<file path="src/rtl/core/priority_route_table_defines.svh">
// Assertion macros shared by the route table RTL.
`ifndef PRIORITY_ROUTE_TABLE_DEFINES_SVH
`define PRIORITY_ROUTE_TABLE_DEFINES_SVH

// Same-cycle implication, sampled on clk, ignored while rst is high.
`define PRT_ASSERT_NOW(label, ante, cons) \
  label: assert property (@(posedge clk) disable iff (rst) (ante) |-> (cons)) \
    else $error("route table check failed");

// Next-cycle implication, sampled on clk, ignored while rst is high.
`define PRT_ASSERT_NEXT(label, ante, cons) \
  label: assert property (@(posedge clk) disable iff (rst) (ante) |=> (cons)) \
    else $error("route table check failed");

`endif

</file>
<file path="src/rtl/core/prt_pkg.sv">
// Shared types and constants of the priority route table.
package prt_pkg;

  localparam int MAX_ENTRIES       = 64;
  localparam int DEF_ROUTE_ENTRIES = 8;
  localparam int IDX_W             = $clog2(MAX_ENTRIES);

  localparam int OP_W     = 2;
  localparam int NET_W    = 32;
  localparam int NODE_W   = 48;
  localparam int PRIO_W   = 8;
  localparam int STATUS_W = 3;

  localparam logic [OP_W-1:0] OP_LOOKUP  = 2'd0;
  localparam logic [OP_W-1:0] OP_INSERT  = 2'd1;
  localparam logic [OP_W-1:0] OP_SET_NET = 2'd2;

  localparam logic [STATUS_W-1:0] ST_DIRECT   = 3'd0;
  localparam logic [STATUS_W-1:0] ST_HIT      = 3'd1;
  localparam logic [STATUS_W-1:0] ST_MISS     = 3'd2;
  localparam logic [STATUS_W-1:0] ST_INSERTED = 3'd3;
  localparam logic [STATUS_W-1:0] ST_DROPPED  = 3'd4;
  localparam logic [STATUS_W-1:0] ST_NETSET   = 3'd5;

  localparam logic signed [PRIO_W-1:0] PRIO_MIN = -8'sd128;
  localparam logic signed [PRIO_W-1:0] PRIO_MAX = 8'sd127;
  localparam logic signed [PRIO_W-1:0] PRIO_CAP = 8'sd124;
  localparam logic signed [PRIO_W:0]   PRIO_CAP_LIMIT = 9'sd125;
  localparam logic signed [PRIO_W:0]   PRIO_STEP      = 9'sd3;

  // Search token that walks the cell chain, one cell per cycle.
  typedef struct packed {
    logic                     active;
    logic [NET_W-1:0]         key;
    logic signed [PRIO_W-1:0] prio_req;
    logic                     found;
    logic [IDX_W-1:0]         found_idx;
    logic [NODE_W-1:0]        found_gw;
    logic signed [PRIO_W-1:0] found_prio;
    logic                     weak_found;
    logic [IDX_W-1:0]         weak_idx;
    logic signed [PRIO_W-1:0] min_prio;
    logic [IDX_W-1:0]         min_idx;
  } scan_tok_t;

  // Entry update broadcast from the controller to every cell.
  typedef struct packed {
    logic                     en;
    logic                     full;
    logic [IDX_W-1:0]         idx;
    logic [NET_W-1:0]         network;
    logic [NODE_W-1:0]        gateway;
    logic signed [PRIO_W-1:0] prio;
  } entry_wr_t;

endpackage

</file>
<file path="src/rtl/core/prt_if.sv">
// Request and response channel interfaces of the route table.
interface route_req_if import prt_pkg::*; ();
  logic                     valid;
  logic                     ready;
  logic [OP_W-1:0]          opcode;
  logic [NET_W-1:0]         network;
  logic [NODE_W-1:0]        node;
  logic signed [PRIO_W-1:0] priority_req;
  logic [NET_W-1:0]         packet_dest_network;

  modport source (output valid, opcode, network, node, priority_req,
                  packet_dest_network, input ready);
  modport sink (input valid, opcode, network, node, priority_req,
                packet_dest_network, output ready);
endinterface

interface route_rsp_if import prt_pkg::*; ();
  logic                 valid;
  logic                 ready;
  logic [STATUS_W-1:0]  status;
  logic [NODE_W-1:0]    next_hop;
  logic [NET_W-1:0]     local_net;

  modport source (output valid, status, next_hop, local_net, input ready);
  modport sink (input valid, status, next_hop, local_net, output ready);
endinterface

</file>
<file path="src/rtl/core/prt_cell.sv">
// One route table entry with its stage of the search token chain.
module prt_cell import prt_pkg::*; #(
  parameter int INDEX = 0
) (
  input  logic      clk,
  input  logic      rst,
  input  scan_tok_t tok_in,
  output scan_tok_t tok_out,
  input  entry_wr_t wr
);

  localparam logic [IDX_W-1:0] MY_IDX = IDX_W'(INDEX);

  logic [NET_W-1:0]         network;
  logic [NODE_W-1:0]        gateway;
  logic signed [PRIO_W-1:0] prio;
  scan_tok_t                tok_next;

  // First match on the key, first entry weaker than the request, and the
  // first strictly lowest priority, each folded into the passing token.
  always_comb begin
    tok_next = tok_in;
    if (!tok_in.found && (network == tok_in.key)) begin
      tok_next.found      = 1'b1;
      tok_next.found_idx  = MY_IDX;
      tok_next.found_gw   = gateway;
      tok_next.found_prio = prio;
    end
    if (!tok_in.weak_found && (prio < tok_in.prio_req)) begin
      tok_next.weak_found = 1'b1;
      tok_next.weak_idx   = MY_IDX;
    end
    if (prio < tok_in.min_prio) begin
      tok_next.min_prio = prio;
      tok_next.min_idx  = MY_IDX;
    end
  end

  always_ff @(posedge clk) begin
    if (rst) begin
      network        <= '0;
      gateway        <= '0;
      prio           <= PRIO_MIN;
      tok_out.active <= 1'b0;
    end else begin
      tok_out <= tok_next;
      if (wr.en && (wr.idx == MY_IDX)) begin
        prio <= wr.prio;
        if (wr.full) begin
          network <= wr.network;
          gateway <= wr.gateway;
        end
      end
    end
  end

endmodule

</file>
<file path="src/rtl/core/priority_route_table.sv">
// Top level of the priority route table: controller and chain of entry cells.
// Searching lookups and inserts: the token passes the launch register and each cell's
// output register, then the result is captured and committed to the response register.
// Direct lookups, local network sets and unused opcodes go straight to the done state.
// One transaction at a time; a response held off by the sink stalls the next commit.
// Synchronous reset empties every entry, sets priorities to -128, clears local.
`include "priority_route_table_defines.svh"

module priority_route_table import prt_pkg::*; #(
  parameter int ROUTE_ENTRIES = DEF_ROUTE_ENTRIES
) (
  input  logic         clk,
  input  logic         rst,
  route_req_if.sink    req,
  route_rsp_if.source  rsp
);

  // One-hot controller states: take a request, wait for a searching request's token to
  // leave the last cell, then commit the entry update and the response.
  typedef enum logic [2:0] {
    ST_IDLE = 3'b001,
    ST_SCAN = 3'b010,
    ST_DONE = 3'b100
  } ctrl_state_t;

  ctrl_state_t state, state_next;

  // The token chain: element 0 is the launch register, element i + 1 is the
  // output register of cell i, and the last element is the tail.
  scan_tok_t chain [ROUTE_ENTRIES+1];
  scan_tok_t head_tok, head_tok_next;
  scan_tok_t res_tok;
  entry_wr_t wr, wr_d;
  logic [ROUTE_ENTRIES:0] tok_active;

  // Captured request fields for the transaction in flight.
  logic [OP_W-1:0]          op_q;
  logic [NET_W-1:0]         net_q;
  logic [NODE_W-1:0]        node_q;
  logic signed [PRIO_W-1:0] prio_q;
  logic                     skip_q;

  logic [NET_W-1:0] local_network;

  // Response holding register: a finished result waits here while the
  // block is already free to take the next request transaction.
  logic                out_valid;
  logic [STATUS_W-1:0] out_status;
  logic [NODE_W-1:0]   out_hop;
  logic [NET_W-1:0]    out_local;

  logic                     acc;
  logic                     needs_scan;
  logic                     fire;
  logic [STATUS_W-1:0]      status_d;
  logic [NODE_W-1:0]        hop_d;
  logic signed [PRIO_W:0]   bumped;
  logic signed [PRIO_W-1:0] bumped_cap;

  assign req.ready = (state == ST_IDLE);
  assign acc       = req.valid && req.ready;

  // Only a lookup that is not for the local network and an insert need to
  // search the table; everything else is answered without touching it.
  assign needs_scan = ((req.opcode == OP_LOOKUP) && (req.network != local_network)) ||
                      (req.opcode == OP_INSERT);

  assign fire = (state == ST_DONE) && (!out_valid || rsp.ready);

  // A launched token searches for the target network on a lookup and for an
  // empty entry (network zero) on an insert.
  always_comb begin
    head_tok_next        = head_tok;
    head_tok_next.active = 1'b0;
    if (acc) begin
      head_tok_next.active     = needs_scan;
      head_tok_next.key        = (req.opcode == OP_LOOKUP) ? req.network : '0;
      head_tok_next.prio_req   = req.priority_req;
      head_tok_next.found      = 1'b0;
      head_tok_next.found_idx  = '0;
      head_tok_next.found_gw   = '0;
      head_tok_next.found_prio = PRIO_MIN;
      head_tok_next.weak_found = 1'b0;
      head_tok_next.weak_idx   = '0;
      head_tok_next.min_prio   = PRIO_MAX;
      head_tok_next.min_idx    = '0;
    end
  end

  assign chain[0] = head_tok;

  genvar gi;
  generate
    for (gi = 0; gi < ROUTE_ENTRIES; gi++) begin : g_cell
      prt_cell #(
        .INDEX (gi)
      ) u_cell (
        .clk     (clk),
        .rst     (rst),
        .tok_in  (chain[gi]),
        .tok_out (chain[gi+1]),
        .wr      (wr)
      );
    end
    for (gi = 0; gi <= ROUTE_ENTRIES; gi++) begin : g_act
      assign tok_active[gi] = chain[gi].active;
    end
  endgenerate

  // A hit raises the priority by three without wrapping; anything above the
  // cap limit is pulled back to the cap.
  assign bumped     = {res_tok.found_prio[PRIO_W-1], res_tok.found_prio} + PRIO_STEP;
  assign bumped_cap = (bumped > PRIO_CAP_LIMIT) ? PRIO_CAP : bumped[PRIO_W-1:0];

  // Result and entry update from the finished token. A miss only knocks the
  // weakest entry down to the floor priority; its network and gateway stay.
  always_comb begin
    status_d   = ST_DROPPED;
    hop_d      = '0;
    wr_d       = '0;
    wr_d.network = net_q;
    wr_d.gateway = node_q;
    wr_d.prio    = prio_q;
    if (skip_q) begin
      if (op_q == OP_LOOKUP) begin
        status_d = ST_DIRECT;
        hop_d    = node_q;
      end else if (op_q == OP_SET_NET) begin
        status_d = ST_NETSET;
      end
    end else if (op_q == OP_LOOKUP) begin
      wr_d.en = 1'b1;
      if (res_tok.found) begin
        status_d  = ST_HIT;
        hop_d     = res_tok.found_gw;
        wr_d.idx  = res_tok.found_idx;
        wr_d.prio = bumped_cap;
      end else begin
        status_d  = ST_MISS;
        wr_d.idx  = res_tok.min_idx;
        wr_d.prio = PRIO_MIN;
      end
    end else begin
      // Insert: an empty entry wins, then the first weaker entry.
      if (res_tok.found) begin
        status_d  = ST_INSERTED;
        wr_d.en   = 1'b1;
        wr_d.full = 1'b1;
        wr_d.idx  = res_tok.found_idx;
      end else if (res_tok.weak_found) begin
        status_d  = ST_INSERTED;
        wr_d.en   = 1'b1;
        wr_d.full = 1'b1;
        wr_d.idx  = res_tok.weak_idx;
      end
    end
  end

  always_comb begin
    wr    = wr_d;
    wr.en = wr_d.en && fire;
  end

  always_comb begin
    state_next = state;
    unique case (state)
      ST_IDLE: begin
        if (acc) begin
          state_next = needs_scan ? ST_SCAN : ST_DONE;
        end
      end
      ST_SCAN: begin
        if (chain[ROUTE_ENTRIES].active) begin
          state_next = ST_DONE;
        end
      end
      ST_DONE: begin
        if (fire) begin
          state_next = ST_IDLE;
        end
      end
      default: state_next = ST_IDLE;
    endcase
  end

  always_ff @(posedge clk) begin
    if (rst) begin
      state           <= ST_IDLE;
      head_tok.active <= 1'b0;
      local_network   <= '0;
      out_valid       <= 1'b0;
    end else begin
      state    <= state_next;
      head_tok <= head_tok_next;
      // The local network is set by a set-net request, or learned from an insert while it
      // is still unset, whether or not the route itself is then stored.
      if (acc && (req.opcode == OP_SET_NET)) begin
        local_network <= req.network;
      end else if (acc && (req.opcode == OP_INSERT) && (local_network == '0)) begin
        local_network <= req.packet_dest_network;
      end
      if (fire) begin
        out_valid <= 1'b1;
      end else if (rsp.ready) begin
        out_valid <= 1'b0;
      end
    end
  end

  always_ff @(posedge clk) begin
    if (acc) begin
      op_q   <= req.opcode;
      net_q  <= req.network;
      node_q <= req.node;
      prio_q <= req.priority_req;
      skip_q <= !needs_scan;
    end
    if ((state == ST_SCAN) && chain[ROUTE_ENTRIES].active) begin
      res_tok <= chain[ROUTE_ENTRIES];
    end
    if (fire) begin
      out_status <= status_d;
      out_hop    <= hop_d;
      out_local  <= local_network;
    end
  end

  assign rsp.valid     = out_valid;
  assign rsp.status    = out_status;
  assign rsp.next_hop  = out_hop;
  assign rsp.local_net = out_local;

  // At most one search token is ever in the chain.
  `PRT_ASSERT_NOW(a_one_token, 1'b1, $countones(tok_active) <= 1)
  // The token leaves the last cell only while the controller waits for it.
  `PRT_ASSERT_NOW(a_tail_in_scan, chain[ROUTE_ENTRIES].active, state == ST_SCAN)
  // Entries change only when a result is committed.
  `PRT_ASSERT_NOW(a_write_on_done, wr.en, (state == ST_DONE) && fire)
  // A taken request blocks the next one until its result is committed.
  `PRT_ASSERT_NEXT(a_busy_after_accept, acc, !req.ready)
  // Every committed result appears on the response port in the next cycle.
  `PRT_ASSERT_NEXT(a_result_shown, fire, out_valid)

endmodule
</file>
<file path="src/flat_wrapper.sv">
// flat-port wrapper written by rule: the top's interface ports become plain ports
module priority_route_table_flat import prt_pkg::*;
#(
  parameter int ROUTE_ENTRIES = DEF_ROUTE_ENTRIES
)
  (clk, rst, req_valid, req_opcode, req_network, req_node, req_priority_req, req_packet_dest_network, req_ready, rsp_valid, rsp_status, rsp_next_hop, rsp_local_net, rsp_ready);
  route_req_if req_i ();
  route_rsp_if rsp_i ();
  input  logic clk;
  input  logic rst;
  input wire logic [$bits(req_i.valid)-1:0] req_valid;
  input wire logic [$bits(req_i.opcode)-1:0] req_opcode;
  input wire logic [$bits(req_i.network)-1:0] req_network;
  input wire logic [$bits(req_i.node)-1:0] req_node;
  input wire logic [$bits(req_i.priority_req)-1:0] req_priority_req;
  input wire logic [$bits(req_i.packet_dest_network)-1:0] req_packet_dest_network;
  output wire logic [$bits(req_i.ready)-1:0] req_ready;
  output wire logic [$bits(rsp_i.valid)-1:0] rsp_valid;
  output wire logic [$bits(rsp_i.status)-1:0] rsp_status;
  output wire logic [$bits(rsp_i.next_hop)-1:0] rsp_next_hop;
  output wire logic [$bits(rsp_i.local_net)-1:0] rsp_local_net;
  input wire logic [$bits(rsp_i.ready)-1:0] rsp_ready;
  assign req_i.valid = req_valid;
  assign req_i.opcode = req_opcode;
  assign req_i.network = req_network;
  assign req_i.node = req_node;
  assign req_i.priority_req = req_priority_req;
  assign req_i.packet_dest_network = req_packet_dest_network;
  assign req_ready = req_i.ready;
  assign rsp_valid = rsp_i.valid;
  assign rsp_status = rsp_i.status;
  assign rsp_next_hop = rsp_i.next_hop;
  assign rsp_local_net = rsp_i.local_net;
  assign rsp_i.ready = rsp_ready;
  priority_route_table #(.ROUTE_ENTRIES(ROUTE_ENTRIES)) u_core (.clk(clk), .rst(rst), .req(req_i), .rsp(rsp_i));
endmodule
</file>
<file path="config.mk">
export PLATFORM = sky130hd
export DESIGN_NAME = priority_route_table_flat
export DESIGN_NICKNAME = d
export VERILOG_FILES = /design/src/rtl/core/prt_pkg.sv /design/src/rtl/core/prt_if.sv /design/src/rtl/core/prt_cell.sv /design/src/rtl/core/priority_route_table.sv /design/src/flat_wrapper.sv
export VERILOG_INCLUDE_DIRS = /design/src /design/src/rtl/core
export SDC_FILE = /design/constraint.sdc
export NUM_CORES = 2
export LEC_CHECK = 0
export ABC_AREA = 1
export BUFFER_PORTS_ARGS = -buffer_cell sky130_fd_sc_hd__buf_2
export CORE_AREA = 2 2 417 419
export DETAILED_ROUTE_END_ITERATION = 8
export DIE_AREA = 0 0 419 421
export PLACE_DENSITY_LB_ADDON = 0.08
export SETUP_SLACK_MARGIN = 0.3
export SYNTH_ARGS = -nofsm -noshare
export SYNTH_HDL_FRONTEND = slang
export SYNTH_SLANG_ARGS = --single-unit
</file>
<file path="constraint.sdc">
create_clock -name clk -period 65.4 [get_ports clk]
set_clock_uncertainty 0.2 [all_clocks]
set_input_delay 9.81 -clock clk [delete_from_list [all_inputs] [get_ports clk]]
set_output_delay 9.81 -clock clk [all_outputs]
set_load 0.1 [all_outputs]
</file>
==> flow_summary.ini <==
[detailed_routing]
vias = 52280
avgViaCountPerCell = 5.184
ant_nets = 0
wl_per_cell_um = 20.20
wl_um = 203700
drc = 0
drtPass1Iterations = 6
drt_iter0_drc = 4708

[pwr]
p_comb_frac = 0.041
pwr-share-clk = 0.439
internal_power_uw = 1970
pwr-share-seq = 0.520
p_per_area_nw_per_um2 = 30.10
p_sw_frac = 0.2283
p_leak_uw = 0.03331
max-vdd-ir-drop_mv = 0.02411
netSwitchingPower_uw = 582.7

[clocking]
cts_buffers = 200
clk_pin_slew_ns = 0.06
cts_setup_buffers = 0
cts_tree = built
cts_root_buf = clkbuf_16
cts.sinks = 1881
clk-insertion-delay-late_ns = 0.85
cts_buffer_depth = 3
post_cts_resized = 0
cts_max_level = 4
hold_buffers = 0

[logic_synthesis]
ys_async_sr_fraction = 0
synth_area_sq_um = 75210
synth_top_cell_by_area = edfxtp_1
synthesis.nets = 7757
synth_top_family_by_area = simple AND/OR/NAND/NOR gates
avgSynthCellArea_sq_um = 9.996
yosys_register_bits = 1881
synthCells = 7524
synth_compound_gate_area_share = 0.1041
synth.area.mux_share = 0
ys_warn_count = 0
seq_area_frac_synth = 0.6513
synth_xor_area_frac = 0.01432
yosys.area.top_type_share = 0.4520
synthTopCellsByArea = edfxtp_1, dfxtp_1, nand2_1
synth_ff_type = edfxtp_1
synthAdderAreaFrac = 0.01780
yosysUniqueCellTypes = 44
synthSimpleGateAreaFrac = 0.1501
synth_edf_count = 1132

[layout]
final_nets = 7815
final_cell_mix = nand2_1, edfxtp_1, inv_1
fin_util = 0.4917
layout_commonest_cell = nand2_1
drive_gt1_frac = 0.08496
area_delta_synth_final_pct = 12.75

[timing]
maxSlewHeadroom = 0.09019
slew_viol_final = 0
period_minus_slack_ns = 13.86
worst_pin_slew_ns = 1.365
tns_ns = 0
period_share = 0.2119
setup_viol = 0
fmaxAchievable_mhz = 72.15
hold_violations = 0
rsz0062_at_grt = no

[critical_path]
cp_slowest_cell = buf_4
worstPathBufferInverterCount = 6
slowest_delay_ns = 0.89
crit_top_cell = buf_4
crit_type = input pin to flip-flop
path_max_fanout = 136
crit_chain = buf_8, inv_8, buf_4, buf_4, buf_4, buf_4, o21ai_0, a21oi_1
critPathTopFamily = buffers and inverters
endpoint_kind = flip-flop
start_kind = input pin
cp.required_ns = 65.96
cp.arrival_ns = 14.42

[global_route]
grt_pass1_wl_um = 306500
grt_max_degree = 229
antenna_found_initial = 2
grt_use_total = 0.2274
grt_pass1_vias = 49800
overflow = 0

[place]
dpl.hpwl_um = 119600
gp_congestion = 0.8775
portBuffers = 210

[floorplanning]
initial_core_util = 0.4361
io-pin-count = 211
die_area_sq_um = 176400
core_region_area_sq_um = 172500
rows = 153
die_w_um = 419
fp.dieH_um = 421

[outcome]
outcome = finished, final reports clean

[worst_hold_path]
min_path_type = flip-flop to flip-flop

[flow_run]
drv_cap = 0
-- cell type report --
class / count / area (sq um)
multi-input combinational: 4428 / 21750
sequential: 1881 / 48990
timing repair buffer: 272 / 1577
tap: 2325 / 2909
fill: 15740 / 87680
inverter: 799 / 3010
clock inverter: 78 / 775.7
antenna: 3 / 7.507
clock buffer: 299 / 5789
-- metrics by stage --
stage | setup slack, ns | instance area [sq um] | power, uW | hold WS, ns | instances
3_5_place_dp | 50.70 | 78230 | 1457 | 0.1940 | 9705
4_1_cts | 51.62 | 84800 | 2579 | 0.2042 | 10080
3_3_place_gp | 50.78 | 78230 | 1455 | 0.1903 | 9705
6_report | 51.54 | 84800 | 2553 | 0.2013 | 10090
2_1_floorplan | 30.29 | 75210 | 1434 | 0.1883 | 7524
5_1_grt | 51.15 | 84800 | 2640 | 0.2099 | 10080
-- cells by family after synthesis --
family                     count (synthesis)
AOI/OAI and AO/OA                       1528
buffers and inverters                   1215
xor gates and xnor gates                 123
adders and majority gates                107
and+or+nand+nor                         2670
DFF                                     1881
-- synth_stat cells (all sizes together), types with 3 or more instances --
| master | instances |
|---|---|
| nand2 | 1569 |
| edfxtp | 1132 |
| inv | 798 |
| a21oi | 779 |
| dfxtp | 749 |
| o21ai | 683 |
| nand3 | 680 |
| clkbuf | 304 |
| nor2 | 292 |
| buf | 112 |
| ha | 107 |
| xnor2 | 63 |
| xor2 | 60 |
| nand4 | 51 |
| or2 | 31 |
| nor3 | 22 |
| o22ai | 20 |
| nor4 | 13 |
| o2111ai | 13 |
| o211ai | 11 |
| nand3b | 10 |
| o21a | 8 |
| a211oi | 5 |
| a21boi | 3 |
-- per-layer routing --
metal	GRT usage	routed length, um	up-vias
li1	-	-	25470
met5	0	0	-
met2	0.3666	94410	1505
met4	0.07930	6542	0
met3	0.03115	11070	314
met1	0.3142	91700	24990
-- path summary, 6_finish.rpt --
check / to / depth (start not counted) / slack [ns] / startpoint
max reg2reg: u_core.g_cell[1].u_cell.gateway[24]$_SDFFE_PP0P_ / 12 / 60.55 / u_core.state[0]$_SDFFE_PP1P_
max: u_core.g_cell[6].u_cell.gateway[28]$_SDFFE_PP0P_ / 8 / 51.54 / rst
min: u_core.g_cell[1].u_cell.tok_out[124]$_SDFF_PP0_ / 2 / 0.20 / u_core.g_cell[0].u_cell.tok_out[124]$_SDFF_PP0_
min reg2reg: u_core.g_cell[1].u_cell.tok_out[124]$_SDFF_PP0_ / 2 / 0.20 / u_core.g_cell[0].u_cell.tok_out[124]$_SDFF_PP0_
-- worst min-delay path: stages (launching register included) --
cell     delay (ns)
dfxtp_1        0.30
inv_1          0.04
nor2_1         0.03
-- registers in the layout, indices dropped and copies added (netlist names), 2 cells and up --
register / cells
u_core.g_cell.u_cell.network: 256
u_core.rsp.local_net: 32
u_core.prio_q: 8
u_core.net_q: 32
u_core.g_cell.u_cell.gateway: 384
u_core.g_cell.u_cell.prio: 64
u_core.g_cell.u_cell.tok_out: 859
u_core.state: 3
u_core.res_tok: 67
u_core.local_network: 32
u_core.op_q: 2
u_core.node_q: 48
u_core.rsp.status: 3
u_core.rsp.next_hop: 48
u_core.chain: 41
-- power groups by stage --
stage	logic (uW)	registers, uW	clock network, uW
2_1_floorplan	64.7	1370	0
3_3_place_gp	103	1350	0
3_5_place_dp	105	1350	0
4_1_cts	105	1330	1150
5_1_grt	116	1330	1190
6_report	104	1330	1120
No activity file was read; power rests on OpenSTA's default activity.
